**config.mk**
```make
export PLATFORM = sky130hd
export DESIGN_NAME = pqd_queue
export DESIGN_NICKNAME = d
export VERILOG_FILES = /design/src/rtl/pqd_pkg.sv /design/src/rtl/pqd_queue.sv
export SDC_FILE = /design/constraint.sdc
export NUM_CORES = 1
export LEC_CHECK = 0
export BUFFER_PORTS_ARGS = -buffer_cell sky130_fd_sc_hd__buf_2
export CAP_MARGIN = 30
export CORE_MARGIN = 3
export CORE_UTILIZATION = 25
export DETAILED_ROUTE_END_ITERATION = 7
export HOLD_SLACK_MARGIN = 0.02
export SLEW_MARGIN = 20
export SYNTH_ARGS = -nofsm -noshare
export SYNTH_HDL_FRONTEND = slang
export SYNTH_SLANG_ARGS = --single-unit
```
**constraint.sdc**
```tcl
create_clock -name clock -period 6.9 [get_ports clock]
set_clock_uncertainty 0.15 [all_clocks]
set_input_delay 0.345 -clock clock [delete_from_list [all_inputs] [get_ports clock]]
set_output_delay 0.345 -clock clock [all_outputs]
set_load 0.01 [all_outputs]
```
**src/rtl/pqd_pkg.sv**
```systemverilog
package pqd_pkg;

   // Packed word layout
   localparam int unsigned WORD_W      = 32;
   localparam int unsigned COMP_W      = 10;
   localparam int unsigned NUM_COMP    = 3;
   localparam int unsigned LANE_IDX_W  = 2;
   localparam logic [COMP_W-1:0] COMP_OFFSET = 10'd512;

   // Component scale, about 1/(sqrt2*511), as SCALE_NUM / 2^34
   localparam int unsigned SCALE_W     = 25;
   localparam logic [SCALE_W-1:0] SCALE_NUM = 25'd23772998;
   localparam int unsigned PROD_W      = COMP_W + SCALE_W;
   localparam int unsigned ROUND_SHIFT = 19;
   localparam int unsigned MAG_Q_W     = 15;

   // Squared scale, rounded to 2^-20 units of SCALE_NUM^2
   localparam logic [63:0] SCALE_SQ_WIDE =
      ((64'(SCALE_NUM) * 64'(SCALE_NUM)) + (64'd1 << 19)) >> 20;
   localparam int unsigned SCALE_SQ_W  = 30;
   localparam logic [SCALE_SQ_W-1:0] SCALE_SQ = SCALE_SQ_WIDE[SCALE_SQ_W-1:0];

   // Sum of squares and radicand
   localparam int unsigned SQ_W        = 19;
   localparam int unsigned SUMSQ_W     = 20;
   localparam int unsigned TERM_PROD_W = SUMSQ_W + SCALE_SQ_W;
   localparam int unsigned TERM_SHIFT  = 18;
   localparam int unsigned RAD_W       = 32;
   localparam int unsigned ROOT_ACC_W  = 31;
   localparam int unsigned SQRT_STEPS  = 16;

   // Lanes
   localparam int unsigned LANE_W      = 16;
   localparam logic signed [LANE_W-1:0] LANE_MAX = 16'sd32767;
   localparam logic signed [LANE_W-1:0] LANE_MIN = -16'sd32768;

   // Status codes
   localparam logic STATUS_OK  = 1'b0;
   localparam logic STATUS_NEG = 1'b1;

   // Front queue depth
   localparam int unsigned QUEUE_DEPTH_DEF = 4;

   typedef struct packed {
      logic [WORD_W-1:0] packed_word;
      logic              mirror;
   } pqd_req_type;

   typedef struct packed {
      logic                     status;
      logic [LANE_IDX_W-1:0]    omitted_lane;
      logic signed [RAD_W-1:0]  radicand;
      logic signed [LANE_W-1:0] lane_0;
      logic signed [LANE_W-1:0] lane_1;
      logic signed [LANE_W-1:0] lane_2;
      logic signed [LANE_W-1:0] lane_3;
   } pqd_rsp_type;

   // Classified item passed from front to back
   typedef struct packed {
      logic [LANE_IDX_W-1:0]           omitted;
      logic                            mirror;
      logic [NUM_COMP-1:0]             neg;
      logic [NUM_COMP-1:0][PROD_W-1:0] prod;
      logic [NUM_COMP-1:0][SQ_W-1:0]   sq;
   } pqd_item_type;

endpackage

```
**src/rtl/pqd_queue.sv**
```systemverilog
module pqd_queue #(
   parameter int unsigned DEPTH = pqd_pkg::QUEUE_DEPTH_DEF
) (
   input  logic                  clock,
   input  logic                  reset,
   input  logic                  push,
   output logic                  full,
   input  pqd_pkg::pqd_item_type wr_data,
   input  logic                  pop,
   output logic                  empty,
   output pqd_pkg::pqd_item_type rd_data
);
   import pqd_pkg::*;

   localparam int unsigned PTR_W = (DEPTH > 1) ? $clog2(DEPTH) : 1;
   localparam int unsigned CNT_W = $clog2(DEPTH + 1);

   pqd_item_type     mem_ff [DEPTH];
   logic [PTR_W-1:0] wr_ptr_ff, wr_ptr_in;
   logic [PTR_W-1:0] rd_ptr_ff, rd_ptr_in;
   logic [CNT_W-1:0] cnt_ff, cnt_in;
   logic             do_push;
   logic             do_pop;

   assign full    = (cnt_ff == CNT_W'(DEPTH));
   assign empty   = (cnt_ff == '0);
   assign do_push = push & ~full;
   assign do_pop  = pop & ~empty;
   assign rd_data = mem_ff[rd_ptr_ff];

   // Advance pointers with wrap, track fill level
   always_comb begin
      wr_ptr_in = wr_ptr_ff;
      rd_ptr_in = rd_ptr_ff;
      cnt_in    = cnt_ff;
      if (do_push) begin
         wr_ptr_in = (wr_ptr_ff == PTR_W'(DEPTH - 1)) ? '0 : wr_ptr_ff + 1'b1;
      end
      if (do_pop) begin
         rd_ptr_in = (rd_ptr_ff == PTR_W'(DEPTH - 1)) ? '0 : rd_ptr_ff + 1'b1;
      end
      case ({do_push, do_pop})
         2'b10:   cnt_in = cnt_ff + 1'b1;
         2'b01:   cnt_in = cnt_ff - 1'b1;
         default: cnt_in = cnt_ff;
      endcase
   end

   always_ff @(posedge clock) begin
      if (reset) begin
         wr_ptr_ff <= '0;
         rd_ptr_ff <= '0;
         cnt_ff    <= '0;
      end else begin
         wr_ptr_ff <= wr_ptr_in;
         rd_ptr_ff <= rd_ptr_in;
         cnt_ff    <= cnt_in;
      end
   end

   // Store the incoming beat
   always_ff @(posedge clock) begin
      if (do_push) begin
         mem_ff[wr_ptr_ff] <= wr_data;
      end
   end

endmodule

```
Word-level counts from Yosys, hierarchy flattened
Memory sizes are Yosys's and may differ from the RTL's. A register that Yosys moved wholly into a read port is not among the register bits.
Index checks and enable logic that the tools add are counted.
Widths: inputs -> output; s select.
{"block": "op_classes", "muxes": 7, "bitwise_logic": 4, "eq_ne": 5, "addsub": 4, "reduce_logical": 2}
{"op": "$mux 2", "n": 4}
{"op": "$eq 2x2->1 const B", "n": 3}
{"op": "$pmux 3 s2", "n": 1}
{"op": "$add 2x1->2 const B", "n": 2}
{"op": "$add 3x1->3 const B", "n": 1}
{"op": "$eq 3x3->1 const B", "n": 1}
{"op": "$logic_not 3->1", "n": 1}
{"op": "$sub 3x1->3 const B", "n": 1}
{"op": "$and 1x1->1", "n": 2}
{"op": "$eq 2x1->1 const B", "n": 1}
{"op": "$mux 1", "n": 2}
{"op": "$not 1->1", "n": 2}
{"op": "$reduce_bool 2->1", "n": 1}
{"block": "word_totals", "output_inout_bits": 170, "mem_count": 1, "wordCells": 26, "mem_bits_rw": 672, "register_bits": 7}
{"memory": "mem_ff", "words": 4, "width": 168, "read_ports": 1, "rd_clocked_by_memory_dff": 1, "wr": 1, "line_no": "pqd_queue.sv:18", "source": "pqd_item_type mem_ff [DEPTH];"}

Logic depth before layout (Yosys ltp)
{"block": "depth", "depth_word": 5, "depth_mapped": 10, "ltp_nobuf": 9}

Worst setup path after synthesis
Ideal clock, no wire load.
{"block": "synth_path", "kind": "reg2reg", "startpoint": "register cnt_ff[0]", "endpoint": "memory mem_ff[0][0] in the netlist's numbering (enable)", "stages_incl_launch_ff": 4, "synth_period_minus_slack_ns": 5.263, "t_required_ns": 6.200, "setup_time_ns": 0.550, "t_arrival_ns": 4.563, "slack_ns": 1.637, "cell_sequence": "dfxtp_1 -> or3b_1 -> clkbuf_2 -> and3_1"}
{"block": "synth_via", "elab_chain_len": 5}
{"item": "start: declaration", "line_no": "pqd_queue.sv:21", "source": "logic [CNT_W-1:0] cnt_ff, cnt_in;"}
{"item": "start signal: assignment", "line_no": "pqd_queue.sv:57", "source": "cnt_ff <= cnt_in;"}
{"item": "$eq 3x3->1", "line_no": "pqd_queue.sv:25", "source": "assign full = (cnt_ff == CNT_W'(DEPTH));"}
{"item": "$not 1->1", "line_no": "pqd_queue.sv:27", "source": "assign do_push = push & ~full;"}
{"item": "$and 1x1->1", "line_no": "pqd_queue.sv:27"}
{"item": "$mux 1", "line_no": "pqd_queue.sv:63", "source": "if (do_push) begin"}
{"item": "$mux 1 (not written as such)", "line_no": "pqd_queue.sv:64", "source": "mem_ff[wr_ptr_ff] <= wr_data;"}
{"item": "end: declaration", "line_no": "pqd_queue.sv:18"}
No other way between the ends.

==> impl_metrics.toml <==
[routing]
ant_nets = 0
routed_wl_um = 52810
drt_iter0_markers = 821
drt_pass1_iterations = 4
drc = 0
wl_per_cell_um = 18.67
avgViaCountPerCell = 4.158
vias = 11762

[pwr]
power_leakage_nw = 10.60
ir_drop_v = 0.0002758
power-per-cell-area_mw_per_mm2 = 345.0

[clock_network]
cts.hold.buffers_added = 172
ctsResizeCount = 0
cts_tree = "built"
clk_latency_ns = 0.60
cts_htree_levels = 3
cts_buffer_depth = 3
clk_pin_slew_ns = 0.06
cts_setup_buffers = 0
cts.sinks = 681
cts_buffers = 74
cts_root_buf = "clkbuf_16"

[critical_path]
crit_chain = "buf_12 > buf_16 > mux4_2 > buf_2"
path_class = "register to output pin"
cp-end-kind = "output pin"
arrival_ns = 3.12
slowest_stage = "dfxtp_4"
cp.required_ns = 6.40
start_kind = "register"
worstPathMaxFanout = 65
cp_slowest_stage_delay_ns = 0.72

[placed_design]
dpl.hpwl_um = 30430
place_area_sq_mm = 0.02793
place.gp.congestion = 0.6942
port_buffers = 341
placed_cells = 2521

[global_routing]
grt_pass1_vias = 13198
antenna_found_initial = 3
grt_overflow = 0
grt_usage_pct = 10.32
grt_max_degree = 118
grt_pass1_wl_um = 80670

[flow_run]
maxCapViolCount = 0

[layout]
layout_common_cells = "672 x edfxtp_1, 341 x buf_2, 172 x dlygate4sd3_1, 168 x mux4_2, 75 x clkbuf_16"
drive_gt1_share_pct = 40.94
final_core_util_pct = 32.93
final_common_cell = "edfxtp_1"
stdcell_count = 2829
fin_nets = 1675
area_growth_pct = 29.74
final_area_sq_mm = 0.03208

[timing]
tns_ns = 0
worst_slew_pin_slew_ns = 1.096
slew_headroom_pct = 26.90
fin_crit_sh_pct = 52.42
fmax_mhz = 276.5
final-max-slew-violation-count = 0
report.final.hold_viol_count = 0
setup_violations = 0
min_period_ns = 3.617
rsz0062_at_grt = "false"

[hold_path]
hold_path.class = "primary input to register"

[synthesis]
synth_warnings = 0
synth_nets = 1111
ys_ff_latch = 681
synthCells = 932
synth_top_area_share_pct = 81.60
yosysSeqAreaShare_pct = 82.33
synth_area_leaders = "edfxtp_1 82%, mux4_2 15%, dfxtp_1 0.73%"
synth_area_per_cell_sq_um = 26.53
synth_top_area_cell = "edfxtp_1"
synth_area_sq_mm = 0.02473
ys_types = 25

[run_status]
run_status = "complete, no violations"

[die]
die-area_sq_mm = 0.1027
rows = 114
start_util_pct = 25.38
die_h_um = 320.5
floorplan.core_area_sq_mm = 0.09742
ios = 342
die_x_um = 320.5
## layout make-up
type / instances / area, sq um
antenna: 2 / 5.005
clock buffer: 97 / 1979
clock inverter: 34 / 367.9
fill: 9140 / 65340
inverter: 8 / 30.03
multi-input combinational: 203 / 4073
sequential: 681 / 20370
tap: 1276 / 1597
timing repair buffer: 528 / 3664
## kinds of logic after synthesis
logic type      after synthesis  synth area share, %
mux                         169                15.34
flops                       681                82.33
buf+inv                      48                1.280
simple gates                 17               0.3794
compound gates                8               0.2125
fa+ha+maj                     7               0.3845
xor+xnor                      2              0.07085
## state kept, by name (all words and copies together), names as in the netlist, named ones only
register,count
cnt_ff,3
mem_ff,672
rd_ptr_ff,2
wr_ptr_ff,2
## critical path: cells and delay by family, from the launching register on
kind	cells	cell delay, ns
buffers and inverters	3	1.05
DFF	1	0.72
muxes	1	0.59
## metrics by stage
step / setup WS [ns] / power, W / hold WS [ns]
after CTS: 3.137 / 0.01127 / 0.2605
after global placement: 3.755 / 0.007275 / 0.3287
after detailed placement: 3.688 / 0.007313 / 0.3316
after global routing: 2.947 / 0.01159 / 0.2843
after floorplan: 1.637 / 0.006538 / 0.2939
final: 3.283 / 0.01107 / 0.3350
## final timing paths
| check | depth (start not counted) | start | end | slack [ns] |
|---|---|---|---|---|
| max | 4 | register | rd_data[50] | 3.28 |
| min | 2 | wr_data[143] | mem_ff[1][143] | 0.33 |
| max reg2reg | 3 | cnt_ff[0] | mem_ff[3][63] | 4.17 |
| min reg2reg | 2 | rd_ptr_ff[0] | register | 0.35 |
## synthesized netlist by cell type, drive strengths merged
cell	number
clkbuf	7
and2	1
a21o	1
xor2	2
edfxtp	672
or3b	1
nor3	2
a21oi	4
nand3	2
ha	6
mux4	168
mux2i	1
or3	2
and3	4
dfxtp	9
nor2	4
fa	1
inv	8
o21ai	1
o31ai	2
buf	33
nand2	1
## where the power goes
| group | switching [W] | internal (W) | total (W) |
|---|---|---|---|
| clock | 0.00153 | 0.00229 | 0.00382 |
| sequential | 0.000130 | 0.00496 | 0.00509 |
| combinational | 0.00113 | 0.00102 | 0.00215 |
## routing by layer
layer / track usage (%) / wire [um] / vias to the layer above
met4: 3.823 / 1630 / 0
met1: 12.26 / 20870 / 6190
met3: 3.079 / 3281 / 94
met2: 17.71 / 27030 / 295
li1: - / - / 5183
met5: 0 / 0 / -
Note: power is estimated with default switching activity, not from simulation.
