[src/rtl/pqd_pkg.sv]
package pqd_pkg;

   // Packed word layout
   localparam int unsigned WORD_W      = 32;
   localparam int unsigned COMP_W      = 10;
   localparam int unsigned NUM_COMP    = 3;
   localparam int unsigned LANE_IDX_W  = 2;
   localparam logic [COMP_W-1:0] COMP_OFFSET = 10'd512;

   // Component scale, about 1/(sqrt2*511), as SCALE_NUM / 2^34
   localparam int unsigned SCALE_W     = 25;
   localparam logic [SCALE_W-1:0] SCALE_NUM = 25'd23772998;
   localparam int unsigned PROD_W      = COMP_W + SCALE_W;
   localparam int unsigned ROUND_SHIFT = 19;
   localparam int unsigned MAG_Q_W     = 15;

   // Squared scale, rounded to 2^-20 units of SCALE_NUM^2
   localparam logic [63:0] SCALE_SQ_WIDE =
      ((64'(SCALE_NUM) * 64'(SCALE_NUM)) + (64'd1 << 19)) >> 20;
   localparam int unsigned SCALE_SQ_W  = 30;
   localparam logic [SCALE_SQ_W-1:0] SCALE_SQ = SCALE_SQ_WIDE[SCALE_SQ_W-1:0];

   // Sum of squares and radicand
   localparam int unsigned SQ_W        = 19;
   localparam int unsigned SUMSQ_W     = 20;
   localparam int unsigned TERM_PROD_W = SUMSQ_W + SCALE_SQ_W;
   localparam int unsigned TERM_SHIFT  = 18;
   localparam int unsigned RAD_W       = 32;
   localparam int unsigned ROOT_ACC_W  = 31;
   localparam int unsigned SQRT_STEPS  = 16;

   // Lanes
   localparam int unsigned LANE_W      = 16;
   localparam logic signed [LANE_W-1:0] LANE_MAX = 16'sd32767;
   localparam logic signed [LANE_W-1:0] LANE_MIN = -16'sd32768;

   // Status codes
   localparam logic STATUS_OK  = 1'b0;
   localparam logic STATUS_NEG = 1'b1;

   // Front queue depth
   localparam int unsigned QUEUE_DEPTH_DEF = 4;

   typedef struct packed {
      logic [WORD_W-1:0] packed_word;
      logic              mirror;
   } pqd_req_type;

   typedef struct packed {
      logic                     status;
      logic [LANE_IDX_W-1:0]    omitted_lane;
      logic signed [RAD_W-1:0]  radicand;
      logic signed [LANE_W-1:0] lane_0;
      logic signed [LANE_W-1:0] lane_1;
      logic signed [LANE_W-1:0] lane_2;
      logic signed [LANE_W-1:0] lane_3;
   } pqd_rsp_type;

   // Classified item passed from front to back
   typedef struct packed {
      logic [LANE_IDX_W-1:0]           omitted;
      logic                            mirror;
      logic [NUM_COMP-1:0]             neg;
      logic [NUM_COMP-1:0][PROD_W-1:0] prod;
      logic [NUM_COMP-1:0][SQ_W-1:0]   sq;
   } pqd_item_type;

endpackage

[src/rtl/pqd_front.sv]
module pqd_front (
   input  pqd_pkg::pqd_req_type  req_data,
   output pqd_pkg::pqd_item_type item
);
   import pqd_pkg::*;

   logic [NUM_COMP-1:0][COMP_W-1:0] field;
   logic [NUM_COMP-1:0][COMP_W-1:0] mag;

   // Split the word, most significant component first
   always_comb begin
      for (int i = 0; i < NUM_COMP; i++) begin
         field[i] = req_data.packed_word[(NUM_COMP-1-i)*COMP_W +: COMP_W];
      end
   end

   // Remove the offset as sign and magnitude, then scale and square
   always_comb begin
      item.omitted = req_data.packed_word[WORD_W-1 -: LANE_IDX_W];
      item.mirror  = req_data.mirror;
      for (int i = 0; i < NUM_COMP; i++) begin
         item.neg[i]  = ~field[i][COMP_W-1];
         mag[i]       = field[i][COMP_W-1] ? (field[i] - COMP_OFFSET)
                                           : (COMP_OFFSET - field[i]);
         item.prod[i] = PROD_W'(mag[i]) * PROD_W'(SCALE_NUM);
         item.sq[i]   = SQ_W'(mag[i]) * SQ_W'(mag[i]);
      end
   end

endmodule

[config.mk]
export PLATFORM = sky130hd
export DESIGN_NAME = pqd_front
export DESIGN_NICKNAME = d
export VERILOG_FILES = /design/src/rtl/pqd_pkg.sv /design/src/rtl/pqd_front.sv
export SDC_FILE = /design/constraint.sdc
export NUM_CORES = 1
export LEC_CHECK = 0
export ABC_AREA = 1
export BUFFER_PORTS_ARGS = -buffer_cell sky130_fd_sc_hd__clkbuf_2
export CORE_AREA = 10 10 176 219
export DETAILED_ROUTE_END_ITERATION = 10
export DIE_AREA = 0 0 186 229
export GPL_TIMING_DRIVEN = 0
export PLACE_DENSITY = 0.91
export SLEW_MARGIN = 25
export SYNTH_ARGS = -nofsm -noshare
export SYNTH_HDL_FRONTEND = slang
export SYNTH_SLANG_ARGS = --single-unit
[constraint.sdc]
create_clock -name vclk -period 24
set_clock_uncertainty 0.2 [all_clocks]
set_input_delay 4.8 -clock vclk [all_inputs]
set_output_delay 4.8 -clock vclk [all_outputs]
set_load 0.02 [all_outputs]
Word-level counts from Yosys, hierarchy flattened
Index checks and enable logic that the tools add are counted.

operators by class
  add/subtract/negate cells = 6
  multiply operators = 6
  multiplexer cells = 3
  bitwise operators = 3

operators by type and width
  operator                  number
  $mul A10 B24 Y34 const B  3
  $mul A10 B10 Y19          3
  $mux W10                  3
  $sub A10 B10 Y10 const A  3
  $sub A10 B10 Y10 const B  3
  $not A1 Y1                3

word-level totals
  bits in registers = 0
  input port bits = 33

Logic depth before layout (Yosys ltp)
Gate-level depths: netlist of run 1.

  depth after elaboration = 3
  depth in mapped cells = 33
  mapped depth without buffers = 33

Worst setup path after synthesis of run 1
No wires, ideal clock.

  path kind = input to output
  start = input port req_data[21] in the netlist's numbering
  end = output port item[84] in the netlist's numbering
  arrival time = 9.846 ns
  data required time = 19.000 ns
  setup slack = 9.154 ns
  stages on the path = 25
  cells stage by stage = inv_2 > ha_1 > inv_1 > nor2_2 > nand3_1 > o21ai_0 > or2_2 > nand2_2 > inv_1 > fa_1 > xor2_1 > ha_1 > or2_2 > fa_1 > fa_1 > fa_1 > ha_1 > nand2_1 > nor2_1 > inv_1 > nor3_1 > nand3_1 > nand3_1 > nand2_1 > nand2_1

RTL lines
  item             RTL line        text
  start, declared  pqd_front.sv:2  input pqd_pkg::pqd_req_type req_data,
  end, declared    pqd_front.sv:3  output pqd_pkg::pqd_item_type item

==> results of run 1 <==
-- cell families after synthesis --
family	Yosys count	share of synthesized area, %
AO/OA/AOI/OAI	170	4.03
adder cells (fa/ha/maj)	800	53.4
buffers and inverters	967	15.6
other	2	0.0316
AND/OR/NAND/NOR	1309	22.4
XOR/XNOR	111	4.47
-- synthesized netlist by cell type (3+ instances only) --
cell      number  area [um^2]
inv_1        926         3480
nand2_1      864         3240
ha_1         443         5540
fa_1         357         7150
nor2_1       236          886
nand3_1      128          641
a21oi_1      105          526
xor2_1        91          797
o21ai_0       30          150
buf_4         16          120
inv_2         15         56.3
nand4_1       15         93.8
nor3_1        15         75.1
xnor2_1       14          123
nand2_2       13         81.3
or2_2         11         68.8
a21o_1        10         75.1
o21bai_1      10         75.1
nand3b_1       8         60.1
nor2_2         6         37.5
clkbuf_1       5         18.8
o21ai_1        4         20.0
xor2_4         4          110
and2_1         3         18.8
o21a_1         3         22.5
o21ai_4        3         48.8
-- worst paths after layout --
path | start | to | slack [ps] | depth (start not counted)
worst max-delay path | req_data[21] | item[84] | 7400 | 28
worst min-delay path | req_data[32] | item[167] | 9630 | 2
-- critical path, stage by stage --
cell and delay [ps]:
clkbuf_2 510, inv_2 330, ha_1 310, inv_1 70, nor2_2 50, nand3_1 80, o21ai_0 100, or2_2 300
nand2_2 310, inv_1 280, fa_1 660, xor2_1 340, ha_1 210, nor2_1 60, fa_1 500, inv_1 60
fa_1 540, fa_1 430, ha_1 400, nand2_1 120, nor2_1 200, inv_1 80, nor3_1 250, nand3_1 200
nand3_1 130, nand2_1 50, nand2_1 70, clkbuf_2 170
-- cell usage in the layout (no fill, tap or decap), drive strengths merged --
cell type,Yosys,routed
xor2,97,97
o21ai,39,39
o21bai,10,10
and2,3,3
nand2,879,879
fa,357,357
a21o,10,10
nand4,15,15
nor2,244,244
ha,443,443
a31oi,1,1
nand3b,8,8
or2,11,11
o21a,3,3
conb,2,25
clkbuf,5,197
and3,2,2
nand3,131,131
buf,19,19
nor3,15,15
xnor2,14,14
a21oi,105,105
a21boi,1,1
o211ai,1,1
inv,943,943
nor4,1,1
-- stage by stage --
stage	hold WS, ps	setup WS (ps)	std cells
3_5_place_dp	9630	7540	4003
5_1_grt	9640	7080	4003
3_3_place_gp	9630	7580	4003
2_1_floorplan	9470	9150	3382
6_report	9630	7400	4003
4_1_cts	9630	7520	4003
-- layer usage --
metal  global-route usage (%)  part of all wire, %
met5                        0                    0
met4                     15.2                  6.0
met3                     3.41                  4.9
met2                     56.7                   53
met1                     30.9                   36
-- layout make-up --
type | count | area, um^2
multi-input cells | 2415 | 20100
repair buffers | 192 | 961
fillers | 2778 | 8900
well taps | 429 | 537
plain buffers | 24 | 166
inverters | 943 | 3550
==> summary.md, run 1 <==
| Metric | Value |
|---|---|
| Status | finished clean |
| Worst setup SP type | primary input |
| # clk buffers | 0 |
| Worst EP required | 19,000 ps |
| Antenna cell count | 0 |
| Post-cts resize count | 0 |
| RSZ-0062 raised after global routing | no |
| Synthesized area | ~0.024 mm^2 |
| CTS Hold Bufs | 0 |
| Tcrit/Tclk final | a little under 70% |
| Sequential standard cell area | 0 um^2 |
| Netlist cell types | 42 |
| Area after DPL | 0.0253 mm^2 |
| I/O pins | between 200 and 250 |
| Count of nets left with antenna violations after detail routing | 0 |
| Post-route cell area | 0.0253 mm^2 |
| Setup bufs post-CTS | 0 |
| Crit Path Max Fanout | 17 |
| GPL Wtd Cong | 1.01 |
| Syn-to-layout area delta | 6.70% |
| Number of global-route vias before repair | 22,200 |
| Core ar. | about 0.034 mm^2 |
| Via count | 21,300 |
| Die Ht | around 230 um |
| Final-report max-slew violation count | 0 |
| Post-layout nets | 4,409 |
| First-pass detailed-route iteration total | 5 |
| Data arrival, critical path | 11,600 ps |
| Initial core utilization | between 60 and 70% |
| Worst-margin pin slew | around 900 ps |
| Total routed wirelength | approximately 63 mm |
| Hold Vio Cnt, Final | 0 |
| FF+latch count | 0 |
| Tmin final | approximately 17,000 ps |
| Avg WL per Cell | 15.7 um |
| Final setup fails | 0 |
| Dpl hpwl | between 50 and 60 mm |
| Setup CP Type | in -> out |
| Post-Syn Instances | around 3,400 |
| Total die area | 0.0426 mm^2 |
| Worst hold path class | in -> out |
| Grt total ovfl | 0 |
| Port Buf Inserts | between 150 and 200 |
| First-pass GRT wire length | 103 mm |
| Total track usage | 29.7% |
| Max cap viols | 0 |
| Sequential-to-total area share from yosys stat | 0% |
| Synth Warn # | 0 |
| DRT iter0 DRCs | around 1,200 |
| Die width | between 150 and 200 um |
| Worst relative slew slack | 39.5% |
| Core Util, Final | 74.0% |
| Largest net degree at the start of global routing | 18 |
| Critical path capture point type | primary output |
| Share of cells above drive strength 1 | 7.78% |
| Fmax | roughly 0.06 GHz |
| Syn Area/Cell | 7.07 um^2 |
| # DRC | 0 |
| Row count | 76 |
| Initial antenna violation count | 0 |
| Vias per cell | 5.31 |
| Sum of negative setup slack | 0 ps |
Power of run 1 is left out: the tool's default activity adds up to more than one toggle a clock period on the data nets, which glitch-free logic cannot reach.
==> run 2: changes to the inputs <==
CORE_AREA = 10 10 192 240   (was 10 10 176 219)
DIE_AREA = 0 0 202 250   (was 0 0 186 229)
PLACE_DENSITY = 0.8   (was 0.91)
clock period = 15.25 ns   (was 24 ns; I/O delays follow)
==> run 2 against run 1 <==
Sequential share of layout area unchanged. Non-clock buffer count unchanged. Largest cell class unchanged. First-iteration DRC count decreased by 2.7%.
==> summary.md, run 2 (synthesized netlist as in run 1, its figures left out) <==
| Metric | Value |
|---|---|
| Total die area | 0.0505 mm^2 (+19%) |
| Area of the multi-input gates | 0.0201 mm^2 (unchanged) |
| Worst hold path class | in -> out |
| Final setup fails | 0 (unchanged) |
| Final-report max-slew violation count | 0 (unchanged) |
| Sequential standard cell area | 0 um^2 (unchanged) |
| Data arrival, critical path | 9770 ps (-1830 ps) |
| Hold Vio Cnt, Final | 0 (unchanged) |
| Most common cell after layout, fill and taps aside | inv_1 |
| First-pass detailed-route iteration total | 5 (unchanged) |
| Number of global-route vias before repair | 21,300 (-4.1%) |
| Area after DPL | 0.0255 mm^2 (+0.64%) |
| Worst-margin pin slew | 984 ps (+82.2 ps) |
| Setup bufs post-CTS | 0 (unchanged) |
| Post-layout nets | 4,409 (unchanged) |
| RSZ-0062 raised after global routing | no |
| I/O pins | 201 (unchanged) |
| Total track usage | 23.8% (-5.9 points) |
| Grt total ovfl | 0 (unchanged) |
| Worst setup SP type | primary input |
| CP max-delay cell | fa_1 |
| Core ar. | 0.0415 mm^2 (+21%) |
| Die Ht | 250 um (+9.2%) |
| Avg WL per Cell | 14.3 um (-8.5%) |
| Dpl hpwl | 54.4 mm (-4.6%) |
| Count of nets left with antenna violations after detail routing | 0 (unchanged) |
| # DRC | 0 (unchanged) |
| Layout filler cell count | 3,889 (+40%) |
| Crit Path Max Fanout | 17 (unchanged) |
| Critical path capture point type | primary output |
| Largest net degree at the start of global routing | 18 (unchanged) |
| Share of cells above drive strength 1 | 7.78% (unchanged) |
| Most frequent cells in the layout | 926 x inv_1, 864 x nand2_1, 443 x ha_1, 357 x fa_1, 236 x nor2_1 |
| Initial antenna violation count | 0 (unchanged) |
| Syn-to-layout area delta | 7.39% |
| DRT iter0 DRCs | 1,119 (-2.7%) |
| Tcrit/Tclk final | a little under nine tenths |
| Core Util, Final | 61.4% (-13 points) |
| Via count | 20,500 (-3.4%) |
| Vias per cell | 4.97 (-6.5%) |
| Status | finished clean |
| Tmin final | between 10,000 and 15,000 ps |
| Worst EP required | 12,000 ps (-7000 ps) |
| Setup CP Type | in -> out |
| Total routed wirelength | 59.3 mm (-5.5%) |
| Worst relative slew slack | 33.9% (-5.5 points) |
| Post-cts resize count | 0 (unchanged) |
| Sum of negative setup slack | 0 ps (unchanged) |
| Die width | 202 um (+8.6%) |
| FF+latch count | 0 (unchanged) |
| Max cap viols | 0 (unchanged) |
| Worst hold path depth | 2 (unchanged) |
| Port Buf Inserts | 192 (unchanged) |
| CTS Hold Bufs | 0 (unchanged) |
| Fmax | 0.0768 GHz |
| CP max stage delay | 640 ps (-20 ps) |
| Row count | 84 (+11%) |
| Initial core utilization | 57.2% (-12 points) |
| First-pass GRT wire length | 101 mm (-2.8%) |
| # clk buffers | 0 (unchanged) |
| Antenna cell count | 0 (unchanged) |
| GPL Wtd Cong | 1.01 (about the same) |
| Post-route cell area | 0.0255 mm^2 (+0.64%) |
[run 2: final cells by class]
cell class / instances / area share (%)
inverter: 943 / 13.9
tap: 559 / 2.74
timing repair buffer: 192 / 3.77
multi-input combinational: 2415 / 78.9
buffer: 24 / 0.653
[run 2: layer usage]
metal,track usage [%],vias to the layer above,wire length (um)
met4,9.18,0,2690
li1,-,10400,-
met2,44.6,476,30500
met1,27.2,9516,23600
met5,0,-,0
met3,2.20,149,2460
[run 2: through the flow]
step / hold WS (ps) / worst slack (ps) / cells
3_3_place_gp: 6130 / 2290 / 4133
2_1_floorplan: 5970 / 3900 / 3382
4_1_cts: 6130 / 2200 / 4133
5_1_grt: 6140 / 1770 / 4133
3_5_place_dp: 6130 / 2240 / 4133
6_report: 6130 / 2230 / 4133
[run 2: worst paths after layout]
| kind | start | slack (ps) | to |
|---|---|---|---|
| worst max-delay path | req_data[21] | 2230 | item[84] |
| worst min-delay path | req_data[32] | 6130 | item[167] |
[run 2: critical path, delay by kind of cell]
family                     cells  cell delay [ps]
AOI/OAI and AO/OA              1              100
buffers and inverters          7             1480
xor gates and xnor gates       1              290
and+or+nand+nor               12             1810
adders and majority gates      7             3020
Power of run 2 is left out for the same reason.
